File: src/hdl/masi_pkg.sv
// Package for the average SINR estimator: payload structs, register indexes,
// widths and the dB scale constant. No dependencies.
package masi_pkg;

    typedef struct packed {
        logic signed [15:0] desired_re;
        logic signed [15:0] desired_im;
        logic signed [15:0] intf1_re;
        logic signed [15:0] intf1_im;
        logic signed [15:0] intf2_re;
        logic signed [15:0] intf2_im;
        logic               last_pair;
        logic               last_subcarrier;
    } t_in_item;

    typedef struct packed {
        logic signed [15:0] sinr_db;
        logic               saturated;
    } t_out_item;

    // Work handed from the front part to the back part at a subcarrier end.
    typedef struct packed {
        logic [47:0] power_sum;
        logic [47:0] corr1_real;
        logic [47:0] corr1_imag;
        logic [47:0] corr2_real;
        logic [47:0] corr2_imag;
        logic        last_subcarrier;
    } t_job;

    localparam logic [2:0] REG_SIGNAL_GAIN  = 3'd0;
    localparam logic [2:0] REG_INTF1_GAIN   = 3'd1;
    localparam logic [2:0] REG_INTF2_GAIN   = 3'd2;
    localparam logic [2:0] REG_TX_ANTENNAS  = 3'd3;
    localparam logic [2:0] REG_INTF1_ENABLE = 3'd4;
    localparam logic [2:0] REG_INTF2_ENABLE = 3'd5;

    localparam int unsigned QUEUE_DEPTH = 2;
    localparam logic [31:0] DB_PER_OCTAVE_Q28 = 32'd808071242;
    localparam logic [8:0]  COUNT_MAX = 9'd511;

endpackage

File: src/hdl/masi_queue.sv
// Short job queue between front and back parts. Depends on masi_pkg.
module masi_queue import masi_pkg::*; (
    input  logic i_clk,
    input  logic i_rst_n,
    input  logic i_push,
    input  t_job i_job,
    input  logic i_pop,
    output logic o_full,
    output logic o_valid,
    output t_job o_job
);
    t_job r_mem [QUEUE_DEPTH];
    logic r_wp, r_rp;
    logic [1:0] r_cnt;

    assign o_full  = r_cnt == 2'(QUEUE_DEPTH);
    assign o_valid = r_cnt != 2'd0;
    assign o_job   = r_mem[r_rp];

    always_ff @(posedge i_clk) begin
        if (i_push) r_mem[r_wp] <= i_job;
    end

    always_ff @(posedge i_clk) begin
        if (!i_rst_n) begin
            r_wp <= 1'b0; r_rp <= 1'b0; r_cnt <= '0;
        end else begin
            if (i_push) r_wp <= ~r_wp;
            if (i_pop)  r_rp <= ~r_rp;
            r_cnt <= r_cnt + 2'(i_push) - 2'(i_pop);
        end
    end
endmodule

File: config.mk
export PLATFORM = sky130hd
export DESIGN_NAME = masi_queue
export DESIGN_NICKNAME = d
export VERILOG_FILES = /design/src/hdl/masi_pkg.sv /design/src/hdl/masi_queue.sv
export SDC_FILE = /design/constraint.sdc
export NUM_CORES = 1
export LEC_CHECK = 0
export BUFFER_PORTS_ARGS = -buffer_cell sky130_fd_sc_hd__buf_2
export CAP_MARGIN = 20
export CORE_ASPECT_RATIO = 0.9
export CORE_MARGIN = 4
export CORE_UTILIZATION = 26
export DETAILED_ROUTE_END_ITERATION = 12
export PLACE_DENSITY_LB_ADDON = 0.25
export RECOVER_POWER = 25
export SLEW_MARGIN = 40
export SYNTH_ARGS = -nofsm -noshare
export SYNTH_HDL_FRONTEND = slang
export SYNTH_SLANG_ARGS = --single-unit
File: constraint.sdc
create_clock -name i_clk -period 13.4 [get_ports i_clk]
set_input_delay 0.67 -clock i_clk [delete_from_list [all_inputs] [get_ports i_clk]]
set_output_delay 0.67 -clock i_clk [all_outputs]
set_load 0.02 [all_outputs]
==> impl_metrics.yaml <==
synthesis:
  synth_warnings: 0
  yosysUniqueCellTypes: 15
  netlist_area_mm2: 0.0184
  netlist_instances: 771
  ys_seq_area_share_pct: 79.2
  synth_top_area_cell: "edfxtp_1"
  syn_nets: 1018
  synth_top_area_share_pct: 78.6
  synth_seq_cells: 487
  syn_area_per_cell_um2: 23.9
  synthTopCellsByArea: "edfxtp_1 79%, mux2_4 15%, mux2_2 3.1%"
floorplan:
  initial_core_util_pct: 26.3
  ios: 488
  rows: 92
  core_mm2: 0.0701
  die_h_um: 260
  die_w_um: 288
  design.die.area_mm2: 0.0751
setup_path:
  endpoint: "o_job[107]"
  critPathMaxFanout: 59
  r2r_start: "r_wp"
  required_ns: 12.73
  arrival_ns: 3.12
  regToRegEndpoint: "r_mem[1][59]"
  crit_type: "reg2out"
  end_kind: "primary output"
  reg2reg_slack_ns: 10.55
  critPathLaunchType: "register"
  r2r_cells: 3
cts:
  clock_path_buffers: 3
  cts_resized: 0
  cts-root-buf: "clkbuf_16"
  cts_tree: "done"
  clk_pin_slew_ns: 0.06
  cts_post_setup_buffers_inserted: 0
  cts_max_level: 2
  clock_sinks: 487
  cts_buffers: 52
  clock_latency_ns: 0.59
  ctsHoldBuffers: 0
sta:
  relSlewSlack_pct: 46.3
  period_share_pct: 28.3
  fmax_mhz: 264
  slew_viol_final: 0
  whs_ns: 0.269
  setup_tns_ns: 0
  fin_skew_ns: 0.0138
  rsz0062_at_grt: "no"
  worst-slew-pin-transition_ns: 0.806
  setup_viol: 0
  finalHoldViolations: 0
  layout_setup_ws_ns: 9.61
  period_minus_slack_ns: 3.79
finish:
  mostFrequentLayoutCells: "482 x edfxtp_1, 434 x buf_2, 190 x mux2_4"
  n_fill_cell: 6840
  finalNetCount: 1545
  multiInputGateArea_mm2: 0.00356
  seqCellArea_mm2: 0.0146
  final_common_cell: "edfxtp_1"
  layout-drive-gt1-share_pct: 56.7
  stdcell_count: 2282
  syn2layout_area_growth_pct: 26.9
drt:
  first_pass_iters: 4
  totalWireLength_mm: 41.5
  vias: 9019
  drtIter0Drc: 395
  via_per_inst: 3.95
  drt-wirelength-per-cell_um: 18.2
  ant_nets: 0
  drc: 0
min_path:
  hold_path_class: "in2reg"
global_routing:
  antenna_found_initial: 14
  grt_pass1_vias: 9618
  grtUsageTotal_pct: 10.4
  grt_first_pass_wirelength_mm: 59.4
  grt-ovfl-total: 0
  grt_max_degree: 73
placement:
  io_buffer_count: 487
  post-place-ws_ns: 10.05
  gp_congestion: 0.728
  dp_hpwl_mm: 28.7
  place_inst: 2183
status:
  status: "complete, no violations"
job:
  cap_violations: 0
power:
  leakage_nw: 8.85
  powerDensity_mw_per_mm2: 150
  ir_drop_mv: 0.108
==> how the worst min path moves through the flow <==
stage,from,end,slack (ns),cells after the start
final,i_job[217],r_mem[0][217],0.27,1
after global routing,i_job[183],r_mem[1][183],0.21,1
after CTS,i_job[183],r_mem[0][183],0.20,1
after detailed placement,r_rp,register,0.56,2
after global placement,r_rp,register,0.56,2
after floorplan,r_rp,register,0.55,2
==> synthesized netlist by cell type <==
library cell,count
mux2_2,51
o21a_1,1
and2_1,4
nor2b_1,4
buf_6,21
edfxtp_1,482
buf_8,1
xnor3_1,1
buf_2,5
xor2_1,1
dfxtp_1,5
ha_1,2
inv_1,2
or2_2,1
mux2_4,190
==> worst max-delay path, stage by stage, from the launching register on <==
cell,delay (ns)
dfxtp_4,0.64
buf_6,0.60
buf_6,0.64
mux2_4,0.35
buf_2,0.16
==> report_power, final <==
group	leakage [nW]	internal [mW]	total, mW	switching (mW)
Combinational	3.54	0.195	0.447	0.252
Clock	0.739	0.712	1.28	0.568
Sequential	4.57	1.76	1.79	0.0232
Total	8.85	2.67	3.51	0.843
==> per-stage QoR <==
step                util [%]  power (mW)  cell area (um2)
floorplan                  -        2.14            18400
global placement        31.2        2.27            21800
detailed placement      31.2        2.28            21900
CTS                     33.4        3.58            23400
global route            33.3        3.67            23400
finish                  33.3        3.51            23400
==> metal layers <==
| metal | wire [um] | share of wire, % | track usage (%) |
|---|---|---|---|
| met1 | 15900 | 38 | 12.0 |
| met2 | 20000 | 48 | 17.1 |
| met3 | 4700 | 11 | 5.00 |
| met5 | 112 | 0.27 | 0.197 |
| met4 | 802 | 1.9 | 2.83 |
==> layout make-up <==
type                            count  share of cell area (%)
Multi-Input combinational cell    255                    15.2
Clock buffer                       65                    5.78
Clock inverter                     27                   0.648
Inverter                            2                  0.0321
Antenna cell                        6                  0.0643
Timing Repair Buffer              500                    10.8
Sequential cell                   487                    62.4
Tap cell                          940                    5.04
==> logic make-up after synthesis <==
group                      after synthesis  synth area share, %
DFF                                    487                 79.2
and+or+nand+nor                          9                0.306
AOI/OAI and AO/OA                        1               0.0408
buffers and inverters                   29                 1.54
muxes                                  241                 18.6
adders and majority gates                2                0.136
xor gates and xnor gates                 2                0.170
==> sequential cells by signal, indices dropped and copies added, names as in the netlist, named ones only <==
name,count
r_rp,1
r_cnt,2
r_wp,1
r_mem,482
Note: power is estimated with default switching activity, not from simulation.
